**src/mdss_pkg.sv**
```systemverilog
// Package for the multiplexed display scan shifter: item types, shift chain
// constants and the word packing function. No dependencies.
`timescale 1ns / 1ps

package mdss_pkg;

    localparam int SHIFT_LENGTH    = 32;
    localparam int CHAIN_LENGTH    = SHIFT_LENGTH + 1;       // data bits plus latch
    localparam int CNT_W           = $clog2(CHAIN_LENGTH + 1);
    localparam int DIGIT_W         = 4;
    localparam int PATTERN_W       = 18;
    localparam int LED_W           = 4;
    localparam int SELECT_W        = 10;
    localparam int NUM_DIGITS_DEF  = 9;

    localparam logic [PATTERN_W-1:0] PATTERN_RESET = 18'h300FF;

    localparam logic FUNC_TICK  = 1'b0;
    localparam logic FUNC_WRITE = 1'b1;

    typedef struct packed {
        logic                 func;
        logic [DIGIT_W-1:0]   digit_index;
        logic [PATTERN_W-1:0] segment_pattern;
    } t_in_item;

    typedef struct packed {
        logic               serial_bit;
        logic               latch_pulse;
        logic [DIGIT_W-1:0] digit_shown;
        logic               last;
    } t_out_item;

    // Contents of one shift chain cell
    typedef struct packed {
        logic serial_bit;
        logic latch_pulse;
    } t_cell_bits;

    function automatic logic [SHIFT_LENGTH-1:0] pack_word(
        input logic [PATTERN_W-1:0] pat,
        input logic [SELECT_W-1:0]  sel,
        input logic [LED_W-1:0]     led
    );
        logic [SHIFT_LENGTH-1:0] w;
        w        = '0;
        w[31:24] = pat[7:0];
        w[23:16] = pat[15:8];
        w[15:14] = sel[1:0];
        w[13:10] = led;
        w[9:8]   = pat[17:16];
        w[7:0]   = sel[9:2];
        return w;
    endfunction

endpackage

```
**src/multiplexed_display_scan_shifter.sv**
```systemverilog
// Multiplexed display scan shifter, top level: pattern store, digit pointer
// and a chain of 33 shift cells. Depends on mdss_pkg and mdss_shift_cell.
// The first result of a tick is presented the cycle after acceptance.
// A new tick waits until the chain drains, one cell per taken result;
// it loads in the cycle the latch item leaves.
// Write items are taken every cycle. Synchronous active-low reset clears the
// chain count, the pointer, led_status and the store valid bits.
`timescale 1ns / 1ps

module multiplexed_display_scan_shifter #(
    parameter int NUM_DIGITS = mdss_pkg::NUM_DIGITS_DEF
) (
    input  logic               i_clk,
    input  logic               i_rst_n,
    input  logic               i_in_valid,
    output logic               o_in_stall,
    input  mdss_pkg::t_in_item i_in_data,
    output logic               o_out_valid,
    input  logic               i_out_stall,
    output mdss_pkg::t_out_item o_out_data,
    input  logic               i_cfg_we,
    input  logic [mdss_pkg::LED_W-1:0] i_cfg_data
);
    import mdss_pkg::*;

    localparam int PTR_W = (NUM_DIGITS > 1) ? $clog2(NUM_DIGITS) : 1;
    localparam logic [PTR_W-1:0]   PTR_LAST   = PTR_W'(NUM_DIGITS - 1);
    localparam logic [DIGIT_W-1:0] DIGIT_LIM  = DIGIT_W'(NUM_DIGITS);
    localparam logic [CNT_W-1:0]   CNT_FULL   = CNT_W'(CHAIN_LENGTH);

    // ---------------------------------------------------------------
    // Configuration register
    // ---------------------------------------------------------------
    logic [LED_W-1:0] r_led_status;

    always_ff @(posedge i_clk) begin
        if (!i_rst_n) begin
            r_led_status <= '0;
        end else if (i_cfg_we) begin
            r_led_status <= i_cfg_data;
        end
    end

    // ---------------------------------------------------------------
    // Handshake. r_count = items still in the chain (0..33).
    // A tick may load when the chain is empty or its latch item is
    // leaving this cycle. Writes never wait.
    // ---------------------------------------------------------------
    logic [CNT_W-1:0] r_count;
    logic [CNT_W-1:0] n_count;
    logic             out_take;
    logic             chain_free;
    logic             in_take;
    logic             tick_take;
    logic             wr_take;

    assign o_out_valid = (r_count != '0);
    assign out_take    = o_out_valid && !i_out_stall;
    assign chain_free  = (r_count == '0) || ((r_count == CNT_W'(1)) && out_take);
    assign o_in_stall  = (i_in_data.func == FUNC_TICK) && !chain_free;
    assign in_take     = i_in_valid && !o_in_stall;
    assign tick_take   = in_take && (i_in_data.func == FUNC_TICK);
    assign wr_take     = in_take && (i_in_data.func == FUNC_WRITE);

    always_comb begin
        n_count = r_count;
        if (tick_take) begin
            n_count = CNT_FULL;
        end else if (out_take) begin
            n_count = r_count - CNT_W'(1);
        end
    end

    always_ff @(posedge i_clk) begin
        if (!i_rst_n) begin
            r_count <= '0;
        end else begin
            r_count <= n_count;
        end
    end

    // ---------------------------------------------------------------
    // Pattern store. Valid bits make unwritten entries read as the
    // reset pattern without a clearing pass.
    // ---------------------------------------------------------------
    logic [PATTERN_W-1:0]  r_store [NUM_DIGITS];
    logic [NUM_DIGITS-1:0] r_store_vld;
    logic [PTR_W-1:0]      wr_addr;
    logic                  wr_in_range;

    assign wr_in_range = (i_in_data.digit_index < DIGIT_LIM);
    assign wr_addr     = i_in_data.digit_index[PTR_W-1:0];

    always_ff @(posedge i_clk) begin
        if (wr_take && wr_in_range) begin
            r_store[wr_addr] <= i_in_data.segment_pattern;
        end
    end

    always_ff @(posedge i_clk) begin
        if (!i_rst_n) begin
            r_store_vld <= '0;
        end else if (wr_take && wr_in_range) begin
            r_store_vld[wr_addr] <= 1'b1;
        end
    end

    // ---------------------------------------------------------------
    // Digit pointer and word packing
    // ---------------------------------------------------------------
    logic [PTR_W-1:0]        r_ptr;
    logic [DIGIT_W-1:0]      r_digit;      // digit of the word in the chain
    logic [PATTERN_W-1:0]    cur_pat;
    logic [SELECT_W-1:0]     cur_sel;
    logic [SHIFT_LENGTH-1:0] cur_word;

    assign cur_pat  = r_store_vld[r_ptr] ? r_store[r_ptr] : PATTERN_RESET;
    assign cur_sel  = SELECT_W'(1) << r_ptr;
    assign cur_word = pack_word(cur_pat, cur_sel, r_led_status);

    always_ff @(posedge i_clk) begin
        if (!i_rst_n) begin
            r_ptr <= '0;
        end else if (tick_take) begin
            r_ptr <= (r_ptr == PTR_LAST) ? '0 : r_ptr + PTR_W'(1);
        end
    end

    always_ff @(posedge i_clk) begin
        if (tick_take) begin
            r_digit <= DIGIT_W'(r_ptr);
        end
    end

    // ---------------------------------------------------------------
    // Shift chain: cell 0 is the output register, cell 32 holds the
    // latch item. Each taken result moves every cell one step down.
    // ---------------------------------------------------------------
    t_cell_bits cell_q    [CHAIN_LENGTH];
    t_cell_bits cell_load [CHAIN_LENGTH];
    t_cell_bits cell_next [CHAIN_LENGTH];

    for (genvar g = 0; g < CHAIN_LENGTH; g++) begin : g_chain
        if (g < SHIFT_LENGTH) begin : g_data
            assign cell_load[g] = '{serial_bit: cur_word[g], latch_pulse: 1'b0};
        end else begin : g_latch
            assign cell_load[g] = '{serial_bit: 1'b0, latch_pulse: 1'b1};
        end

        if (g < CHAIN_LENGTH - 1) begin : g_link
            assign cell_next[g] = cell_q[g+1];
        end else begin : g_tail
            assign cell_next[g] = '0;
        end

        mdss_shift_cell u_cell (
            .i_clk       (i_clk),
            .i_load      (tick_take),
            .i_shift     (out_take),
            .i_load_bits (cell_load[g]),
            .i_next_bits (cell_next[g]),
            .o_bits      (cell_q[g])
        );
    end

    assign o_out_data = '{
        serial_bit:  cell_q[0].serial_bit,
        latch_pulse: cell_q[0].latch_pulse,
        digit_shown: r_digit,
        last:        cell_q[0].latch_pulse
    };

    // ---------------------------------------------------------------
    // Checks
    // ---------------------------------------------------------------
    a_tick_fills: assert property (@(posedge i_clk) disable iff (!i_rst_n)
        tick_take |=> (r_count == CNT_FULL))
        else $error("tick did not fill the chain");

    a_drain_step: assert property (@(posedge i_clk) disable iff (!i_rst_n)
        (out_take && !tick_take) |=> (r_count == $past(r_count) - CNT_W'(1)))
        else $error("chain count did not step on a taken result");

    a_latch_at_end: assert property (@(posedge i_clk) disable iff (!i_rst_n)
        (r_count == CNT_W'(1)) |-> cell_q[0].latch_pulse)
        else $error("final item is not the latch item");

    a_latch_only_end: assert property (@(posedge i_clk) disable iff (!i_rst_n)
        (o_out_valid && cell_q[0].latch_pulse) |-> (r_count == CNT_W'(1)))
        else $error("latch item seen before the end of the run");

    a_ptr_range: assert property (@(posedge i_clk) disable iff (!i_rst_n)
        r_ptr <= PTR_LAST)
        else $error("digit pointer out of range");

endmodule

```
**src/mdss_shift_cell.sv**
```systemverilog
// One cell of the output shift chain: holds a bit and a latch flag.
// Depends on mdss_pkg.
`timescale 1ns / 1ps

module mdss_shift_cell (
    input  logic                i_clk,
    input  logic                i_load,
    input  logic                i_shift,
    input  mdss_pkg::t_cell_bits i_load_bits,
    input  mdss_pkg::t_cell_bits i_next_bits,
    output mdss_pkg::t_cell_bits o_bits
);
    import mdss_pkg::*;

    t_cell_bits r_bits;
    t_cell_bits n_bits;

    always_comb begin
        n_bits = r_bits;
        if (i_load) begin
            n_bits = i_load_bits;
        end else if (i_shift) begin
            n_bits = i_next_bits;
        end
    end

    always_ff @(posedge i_clk) begin
        r_bits <= n_bits;
    end

    assign o_bits = r_bits;

endmodule

```
**config.mk**
```make
export PLATFORM = sky130hd
export DESIGN_NAME = multiplexed_display_scan_shifter
export DESIGN_NICKNAME = d
export VERILOG_FILES = /design/src/mdss_pkg.sv /design/src/multiplexed_display_scan_shifter.sv /design/src/mdss_shift_cell.sv
export SDC_FILE = /design/constraint.sdc
export NUM_CORES = 1
export LEC_CHECK = 0
export ABC_AREA = 1
export BUFFER_PORTS_ARGS = -buffer_cell sky130_fd_sc_hd__buf_2
export CAP_MARGIN = 20
export CORE_ASPECT_RATIO = 0.7
export CORE_MARGIN = 8
export CORE_UTILIZATION = 24
export DETAILED_ROUTE_END_ITERATION = 6
export HOLD_SLACK_MARGIN = 0.03
export PLACE_DENSITY = 0.35
export SLEW_MARGIN = 20
export SYNTH_ARGS = -nofsm -noshare
export SYNTH_HDL_FRONTEND = slang
export SYNTH_HIERARCHICAL = 1
export SYNTH_SLANG_ARGS = --single-unit
```
**constraint.sdc**
```tcl
create_clock -name i_clk -period 3.81 [get_ports i_clk]
set_clock_uncertainty 0.15 [all_clocks]
set_input_delay 0.1905 -clock i_clk [delete_from_list [all_inputs] [get_ports i_clk]]
set_output_delay 0.1905 -clock i_clk [all_outputs]
set_load 0.01 [all_outputs]
```
==> impl_metrics.tcl, run 1 <==
set metrics [dict create \
    yosysSeqAreaShare_pct 67.45 \
    synth-main-ff-cell "edfxtp_1" \
    die_area_um2 53640 \
    h-tree-depth 1 \
    whs_ns 0.07150 \
    clk_latency_ns 0.56 \
    async_flop_share_pct 0 \
    grt_overflow_total 0 \
    grt_use_met1_pct 15.43 \
    wl_um 28370 \
    numCtsBuffers 30 \
    leakagePower_nw 5.235 \
    cts_root_buffer "clkbuf_16" \
    peakVddDrop_mv 0.2845 \
    dp_cells 1702 \
    drive_gt1_share_pct 10.44 \
    end_kind "flop" \
    ys_types 39 \
    antenna_found_initial 1 \
    min_period_ns 2.484 \
    crit_fanout 4 \
    crit_path_top_delay_cell "dlygate4sd3_1" \
    crit_family "buffers and inverters" \
    multi_input_area_um2 3139 \
    seqCellArea_um2 7510 \
    synthTopCellsByArea "edfxtp_1 63%, nand2_1 10%, dfxtp_1 4.9%, nor2_1 3.5%, nand3_1 3.2%" \
    path_class "in -> reg" \
    worst_setup_path_start_kind "input port" \
    cts_tree "done" \
    tns_ns 0 \
    relSlewSlack_pct 28.11 \
    drv_cap 0 \
    vias_per_cell 4.019 \
    status "finished clean" \
    r2r-start "r_count[0]" \
    cp.arrival_ns 2.83 \
    reg2reg_to "g_chain[1].u_cell/o_bits[1]" \
    reg2reg_depth 8 \
    synth_edf_count 232 \
    holdPathStages 5 \
    vias 7235 \
    grt_util_met3_pct 2.019 \
    row_count 66 \
    clock_sinks 259 \
    dr.pass1.iters 4 \
    setup_viol_count_final 0 \
    worst_path_largest_cell_delay_ns 0.57 \
    hpwl_um 16720 \
    drtIter0Drc 368 \
    nets 1205 \
    die_w_um 273.4 \
    diodes 0 \
    synth_top_area_share_pct 62.59 \
    die_height_um 196.2 \
    fin_cells 1800 \
    start_util_pct 24.16 \
    io_buffer_count 40 \
    io_pins 41 \
    synthesis.area_um2 11130 \
    crit_top_cell "dlygate4sd3_1" \
    drv_slew 0 \
    ys_seq_elements 259 \
    cp_data_required_time_ns 4.16 \
    clockBufferDepth 3 \
    use_met2_pct 16.43 \
    core-area_um2 46080 \
    top_usage_layer "met2" \
    power_density_nw_per_um2 625.5 \
    r2r_setup_slack_ns 1.35 \
    synth_most_common_cell "nand2_1" \
    yosys.area.top_type "edfxtp_1" \
    fmax_mhz 402.6 \
    grt_max_degree 73 \
    area_growth_pct 21.08 \
    grt_use_total_pct 10.64 \
    yosysWarnings 6 \
    first_global_vias 7380 \
    grt_pass1_wl_um 44590 \
    wl_per_cell_um 15.76 \
    hold_viol 0 \
    hold_path_startpoint "i_in_valid" \
    route.antenna.remaining_nets 0 \
    syn_inst 1031 \
    synth.avg_cell_area_um2 10.80 \
    drcViolationCount 0 \
    rsz0062_at_grt "no" \
    crit_chain "dlygate4sd3_1, buf_2, inv_1, nor2_1, dlygate4sd3_1, nand2_1, dlygate4sd3_1, a21oi_1, dlygate4sd3_1" \
    period_share_pct 65.19 \
    critical_path_buf_inv_count 6 \
    gp_congestion 0.7031 \
    cts.repair.resized 0 \
    clkTransAtPathRegs_ns 0.06 \
    synth_common_cells "311 x nand2_1, 232 x edfxtp_1, 105 x nor2_1" \
    hold_end "r_store_vld[7]" \
    fillers 4834 \
    worstMarginPinSlew_ns 1.078 \
    min_path_type "in -> reg" \
]
[worst register-to-register path, cell delays in order, from the launching register on]
cell and delay, ns:
dfxtp_1 0.32, inv_1 0.10, ha_1 0.24, nand3_4 0.12, nand3_2 0.19, nand2_4 0.09, inv_4 0.46, buf_12 0.31
or2_1 0.17
[final cells by class]
type	instances	share of cell area, %
Tap cell	612	5.682
Clock buffer	47	6.536
Sequential cell	259	55.72
Timing Repair Buffer	101	5.960
Multi-Input combinational cell	685	23.29
Clock inverter	8	0.2785
Inverter	88	2.525
[worst max-delay path by stage]
stage                       start                      endpoint  slack (ns)  depth (start not counted)
finish              i_in_data[18]                r_store_vld[5]        1.33                          9
global route           r_count[0]   g_chain[2].u_cell/o_bits[1]        1.10                         10
CTS                    r_count[0]   g_chain[1].u_cell/o_bits[1]        1.29                          8
detailed placement     r_count[0]  g_chain[12].u_cell/o_bits[0]        1.33                          8
global placement       r_count[0]   g_chain[1].u_cell/o_bits[0]        1.34                          8
floorplan              r_count[0]   g_chain[0].u_cell/o_bits[0]        0.99                          7
[through the flow]
stage | instance area, um^2 | util, % | setup slack [ns] | total power [mW]
2_1_floorplan | 11260 | - | 0.9942 | 5.252
4_1_cts | 13480 | 29.25 | 1.291 | 8.600
6_report | 13480 | 29.25 | 1.326 | 8.430
3_3_place_gp | 12130 | 26.32 | 1.343 | 5.805
5_1_grt | 13480 | 29.25 | 1.098 | 9.005
3_5_place_dp | 12130 | 26.32 | 1.329 | 5.793
[cells by family after synthesis]
logic type,share of synthesized area [%]
flops,67.45
buf+inv,5.497
simple gates,21.05
compound gates,4.957
xor+xnor,0.07870
other cells,0.06747
fa+ha+maj,0.8993
[state kept, by name, indices dropped and copies added, names as in the netlist, named ones only]
name                   count
r_ptr                      4
r_digit                    4
r_store                  162
r_store_vld                9
r_count                    6
g_chain.u_cell/o_bits     66
r_led_status               4
[routing by layer]
metal | share of wire (%) | vias up | routed length [um]
met5 | 0.028 | - | 8
met3 | 3.3 | 36 | 946
met2 | 43 | 79 | 12140
met1 | 52 | 3408 | 14800
met4 | 1.7 | 2 | 476
li1 | - | 3710 | -
[power by group]
group | internal [mW] | switching (mW)
Combinational | 0.605 | 1.16
Clock | 1.57 | 1.14
Sequential | 3.77 | 0.184
Total | 5.95 | 2.48
[timing repair]
action	CTS	global route
hold buffers	43	0
hold endpoints to repair	189	0
buffers inserted	0	0
[cell usage in the layout (no fill, tap or decap), types with 2 or more instances in the layout]
| master | instances |
|---|---|
| edfxtp_1 | 232 |
| nand4_1 | 5 |
| conb_1 | 36 |
| or2_1 | 34 |
| clkbuf_8 | 3 |
| clkbuf_16 | 31 |
| o21a_1 | 2 |
| clkinv_1 | 5 |
| clkbuf_4 | 4 |
| dfxtp_1 | 25 |
| dfxtp_2 | 2 |
| or2_2 | 3 |
| ha_1 | 8 |
| buf_4 | 15 |
| inv_1 | 81 |
| a21oi_1 | 12 |
| nor4_4 | 2 |
| nor3_1 | 3 |
| o21ai_0 | 47 |
| o21ai_1 | 6 |
| buf_12 | 3 |
| nor2_1 | 105 |
| buf_2 | 40 |
| nor2_2 | 2 |
| a31oi_1 | 3 |
| nand3_2 | 3 |
| nand2_1 | 311 |
| dlygate4sd3_1 | 43 |
| inv_2 | 4 |
| nand3_1 | 71 |
| clkinv_2 | 3 |
| o211ai_1 | 23 |
| clkbuf_1 | 9 |
Power figures use the tool's default switching activity.
==> run 2, diff against run 1 <==
clock period = 2.5 ns   (was 3.81 ns; I/O delays follow)
==> impl_metrics.tcl, run 2 (synthesis gave the netlist of run 1 again) <==
set metrics [dict create \
    status "finished clean" \
    reg2reg_depth 9 \
    setup.worst_path.start "i_in_data[21]" \
    gp_congestion 0.7151 \
    crit_family "buffers and inverters" \
    clockBufferDepth 3 \
    grt_use_total_pct 10.55 \
    start_util_pct 24.16 \
    regMostFlops "r_store" \
    cts_tree "done" \
    final_common_cell "nand2_1" \
    holdPathStages 2 \
    wl_um 28260 \
    r2r-start "r_count[0]" \
    route.antenna.remaining_nets 0 \
    largest_reg_flops 162 \
    tns_ns 0 \
    antenna_found_initial 0 \
    end_kind "flop" \
    switching_share_pct 29.49 \
    drive_gt1_share_pct 10.83 \
    worst_setup_path_start_kind "input port" \
    fmax_mhz 446.5 \
    dr.pass1.iters 5 \
    first_global_vias 7417 \
    p_comb_share_pct 22.2 \
    vias_per_cell 4.038 \
    core-area_um2 46080 \
    whs_ns 0.2651 \
    leakagePower_nw 5.296 \
    peakVddDrop_mv 0.4221 \
    min_period_ns 2.240 \
    numCtsBuffers 28 \
    die_w_um 273.4 \
    hold_viol 0 \
    crit_top_cell "dlygate4sd3_1" \
    hpwl_um 17100 \
    grt_overflow_total 0 \
    rsz0062_at_grt "no" \
    io_buffer_count 40 \
    switchingPower_mw 3.796 \
    diodes 0 \
    power_frac_seq_pct 46.5 \
    worst_path_largest_cell_delay_ns 0.62 \
    crit_end "r_store[7][10]" \
    critical_path_buf_inv_count 5 \
    cp.arrival_ns 2.28 \
    layout_common_cells "311 x nand2_1, 232 x edfxtp_1, 105 x nor2_1, 81 x inv_1, 71 x nand3_1" \
    nets 1219 \
    design_area_um2 13600 \
    clkTransAtPathRegs_ns 0.06 \
    crit_chain "dlygate4sd3_1, buf_2, nor4_4, dlygate4sd3_1, nand2_1, inv_1, buf_4" \
    clock_sinks 259 \
    drv_slew 0 \
    min_path_type "in -> reg" \
    power_density_nw_per_um2 946.6 \
    path_class "in -> reg" \
    cts_root_buffer "clkbuf_16" \
    drcViolationCount 0 \
    vias 7317 \
    h-tree-depth 1 \
    io_pins 41 \
    intPower_mw 9.077 \
    period_share_pct 89.59 \
    crit_path_top_delay_cell "dlygate4sd3_1" \
    r2r_setup_slack_ns 0.31 \
    die_height_um 196.2 \
    grt_pass1_wl_um 44370 \
    drtIter0Drc 432 \
    grt_max_degree 60 \
    die_area_um2 53640 \
    clk_latency_ns 0.55 \
    dp_cells 1717 \
    placed_cell_area_um2 12290 \
    drv_cap 0 \
    wl_per_cell_um 15.60 \
    path_depth 7 \
    area_growth_pct 22.18 \
    worstMarginPinSlew_ns 0.6753 \
    fin_cells 1812 \
    totalPowerFinal_mw 12.87 \
    cp_data_required_time_ns 2.54 \
    crit_fanout 18 \
    row_count 66 \
    relSlewSlack_pct 54.93 \
    reg2reg_to "r_count[5]" \
    clockPowerShare_pct 31.3 \
    postCtsSetupBuffers 0 \
    fillers 4807 \
    setup_viol_count_final 0 \
]
[run 2: cell count changes in the layout (fill, tap and decap cells not counted), sizes merged]
cell         change
bufinv           +2
buf             +15
dlygate4sd3      +1
clkbuf           -9
clkinvlp         -1
clkinv           +4
[run 2: area by class of cell]
cell class | count | area (um^2) | area share, %
sequential | 259 | 7510 | 55.22
clock inverter | 13 | 103.9 | 0.7636
tap | 612 | 765.7 | 5.631
timing repair buffer | 117 | 975.9 | 7.176
inverter | 88 | 345.3 | 2.539
clock buffer | 38 | 759.5 | 5.585
multi-input combinational | 685 | 3139 | 23.08
[run 2: worst reg2reg max path: stages, from the launching register on]
cell and delay [ns]:
dfxtp_1 0.36, inv_1 0.10, ha_1 0.26, nand3_4 0.13
nand3_2 0.20, nand2_4 0.17, nand3_1 0.09, nand2_1 0.06
dlygate4sd3_1 0.55, inv_1 0.04
[run 2: through the flow]
stage / util [%] / setup WS [ns]
4_1_cts: 29.51 / 0.1347
5_1_grt: 29.51 / 0.1103
3_3_place_gp: 26.68 / 0.2307
2_1_floorplan: - / 0.2052
6_report: 29.51 / 0.2603
3_5_place_dp: 26.68 / 0.1789
[run 2: power groups by stage]
stage / sequential, mW / combinational (mW) / clock, mW
2_1_floorplan: 5.99 / 2.00 / 0
3_3_place_gp: 6.10 / 2.85 / 0
3_5_place_dp: 6.08 / 2.85 / 0
4_1_cts: 6.01 / 2.92 / 4.20
5_1_grt: 6.07 / 3.29 / 4.35
6_report: 5.99 / 2.86 / 4.03
[run 2: how the worst min path moves through the flow]
| stage | slack, ns | endpoint | from |
|---|---|---|---|
| 3_5_place_dp | 0.21 | r_led_status[1] | i_cfg_data[1] |
| 4_1_cts | 0.21 | r_led_status[3] | i_cfg_we |
| 2_1_floorplan | 0.07 | r_store[0][0] | i_in_data[0] |
| 3_3_place_gp | 0.20 | r_led_status[2] | i_cfg_data[2] |
| 6_report | 0.27 | r_store[8][1] | i_in_data[1] |
| 5_1_grt | 0.26 | r_store[1][4] | i_in_data[4] |
[run 2: layer usage]
| layer | GRT usage (%) | routed length, um | part of all wire [%] | up-vias |
|---|---|---|---|---|
| met3 | 1.849 | 923 | 3.3 | 33 |
| met4 | 2.252 | 507 | 1.8 | 0 |
| met5 | 0 | 0 | 0 | - |
| met1 | 16.21 | 15410 | 55 | 3457 |
| met2 | 15.18 | 11420 | 40 | 97 |
| li1 | - | - | - | 3730 |
[run 2: repair_timing]
| item | in CTS | in global routing |
|---|---|---|
| hold endpoints to repair | 189 | 0 |
| setup endpoints to repair | 0 | 26 |
| resized for setup | 0 | 1 |
| hold buffers | 44 | 0 |
==> run 3, diff against run 2 <==
PLACE_DENSITY = 0.4   (was 0.35)
==> impl_metrics.tcl, run 3 (synthesis gave the netlist of run 1 again) <==
set metrics [dict create \
    setup.worst_path.start "r_count[0]" \
    largest_reg_flops 162 \
    min_path_type "in -> reg" \
    cts_root_buffer "clkbuf_16" \
    gp_congestion 0.7168 \
    core-area_um2 46080 \
    row_count 66 \
    peakVddDrop_mv 0.4577 \
    nets 1212 \
    drive_gt1_share_pct 11.06 \
    min_period_ns 2.236 \
    drv_cap 0 \
    worst_setup_path_start_kind "flop" \
    layout_common_cells "311 x nand2_1, 232 x edfxtp_1, 105 x nor2_1, 81 x inv_1, 71 x nand3_1" \
    period_share_pct 89.42 \
    worstMarginPinSlew_ns 0.5772 \
    grt_max_degree 73 \
    cp_data_required_time_ns 2.65 \
    leakagePower_nw 5.291 \
    path_class "reg -> reg" \
    regMostFlops "r_store" \
    cp.arrival_ns 2.38 \
    r2r-start "r_count[0]" \
    final_common_cell "nand2_1" \
    drcViolationCount 0 \
    clockBufferDepth 3 \
    setup_viol_count_final 0 \
    status "finished clean" \
    postCtsSetupBuffers 0 \
    wl_um 25930 \
    first_global_vias 7398 \
    clkTransAtPathRegs_ns 0.06 \
    grt_overflow_total 0 \
    relSlewSlack_pct 61.48 \
    numCtsBuffers 28 \
    wl_per_cell_um 14.37 \
    route.antenna.remaining_nets 0 \
    dr.pass1.iters 4 \
    fillers 4807 \
    die_height_um 196.2 \
    diodes 0 \
    grt_pass1_wl_um 41790 \
    hpwl_um 16370 \
    vias_per_cell 3.970 \
    h-tree-depth 1 \
    fmax_mhz 447.3 \
    power_density_nw_per_um2 958.7 \
    whs_ns 0.2558 \
    io_buffer_count 40 \
    rsz0062_at_grt "no" \
    die_area_um2 53640 \
    cts_tree "done" \
    drv_slew 0 \
    grt_use_total_pct 9.746 \
    die_w_um 273.4 \
    drtIter0Drc 418 \
    start_util_pct 24.16 \
    clock_sinks 259 \
    antenna_found_initial 0 \
    tns_ns 0 \
    totalPowerFinal_mw 13.05 \
    hold_viol 0 \
    crit_fanout 39 \
    end_kind "flop" \
    vias 7166 \
    clk_latency_ns 0.54 \
    cts.repair.resized 0 \
    hold_path_startpoint "i_in_data[2]" \
    io_pins 41 \
    area_growth_pct 22.30 \
]
==> run 3: changes by cell type in the layout (fill, tap and decap cells not counted) <==
cell | previous run | this run
bufinv_16 | 2 | 4
clkinv_1 | 10 | 6
dlygate4sd3_1 | 44 | 43
clkinv_2 | 2 | 5
clkinvlp_4 | 0 | 2
buf_4 | 26 | 20
clkinv_4 | 0 | 1
clkbuf_1 | 9 | 5
==> run 3: metal layers <==
metal | global-route usage, % | routed length [um] | vias to the layer above
li1 | - | - | 3720
met1 | 13.91 | 13450 | 3331
met2 | 15.14 | 11170 | 80
met3 | 1.958 | 880 | 35
met4 | 2.096 | 434 | 0
met5 | 0 | 0 | -
==> run 3: repair_timing <==
action,CTS,global route
setup endpoints to repair,0,1
hold endpoints to repair,190,0
hold buffers,44,0
==> run 3: path summary, 6_finish.rpt <==
kind	endpoint	slack (ns)	cells after the start
worst max-delay path	g_chain[0].u_cell/o_bits[0]	0.26	8
worst min-delay path	r_store[4][2]	0.26	2
worst max register to register	g_chain[0].u_cell/o_bits[0]	0.26	8
worst min register to register	r_store_vld[8]	0.31	2
==> run 3: final cells by class <==
cell class                      instances  area [um^2]  share of cell area, %
Sequential cell                       259         7510                  55.17
Multi-Input combinational cell        685         3139                  23.06
Timing Repair Buffer                  110        920.9                  6.765
Tap cell                              612        765.7                  5.625
Clock buffer                           34        744.5                  5.469
Inverter                               88        342.8                  2.518
Clock inverter                         17        190.2                  1.397
==> run 3: metrics by stage <==
step | setup slack (ns) | instance area (um^2) | cells | utilization [%]
floorplan | 0.2052 | 11260 | 1065 | -
global placement | 0.3050 | 12250 | 1711 | 26.58
detailed placement | 0.2624 | 12250 | 1711 | 26.58
CTS | 0.1141 | 13620 | 1806 | 29.56
global route | 0.07940 | 13610 | 1805 | 29.54
finish | 0.2645 | 13610 | 1805 | 29.54
==> run 3: worst max-delay path, stage by stage (launching register included) <==
cell	delay [ns]
dfxtp_1	0.38
inv_1	0.09
ha_1	0.26
nand3_4	0.14
nand3_2	0.12
nand2_4	0.11
clkinv_4	0.20
buf_12	0.25
or2_1	0.27
==> run 3: power breakdown <==
group / switching [mW] / internal [mW]
sequential: 0.252 / 5.74
clock: 1.72 / 2.53
combinational: 1.80 / 1.01
total: 3.77 / 9.28
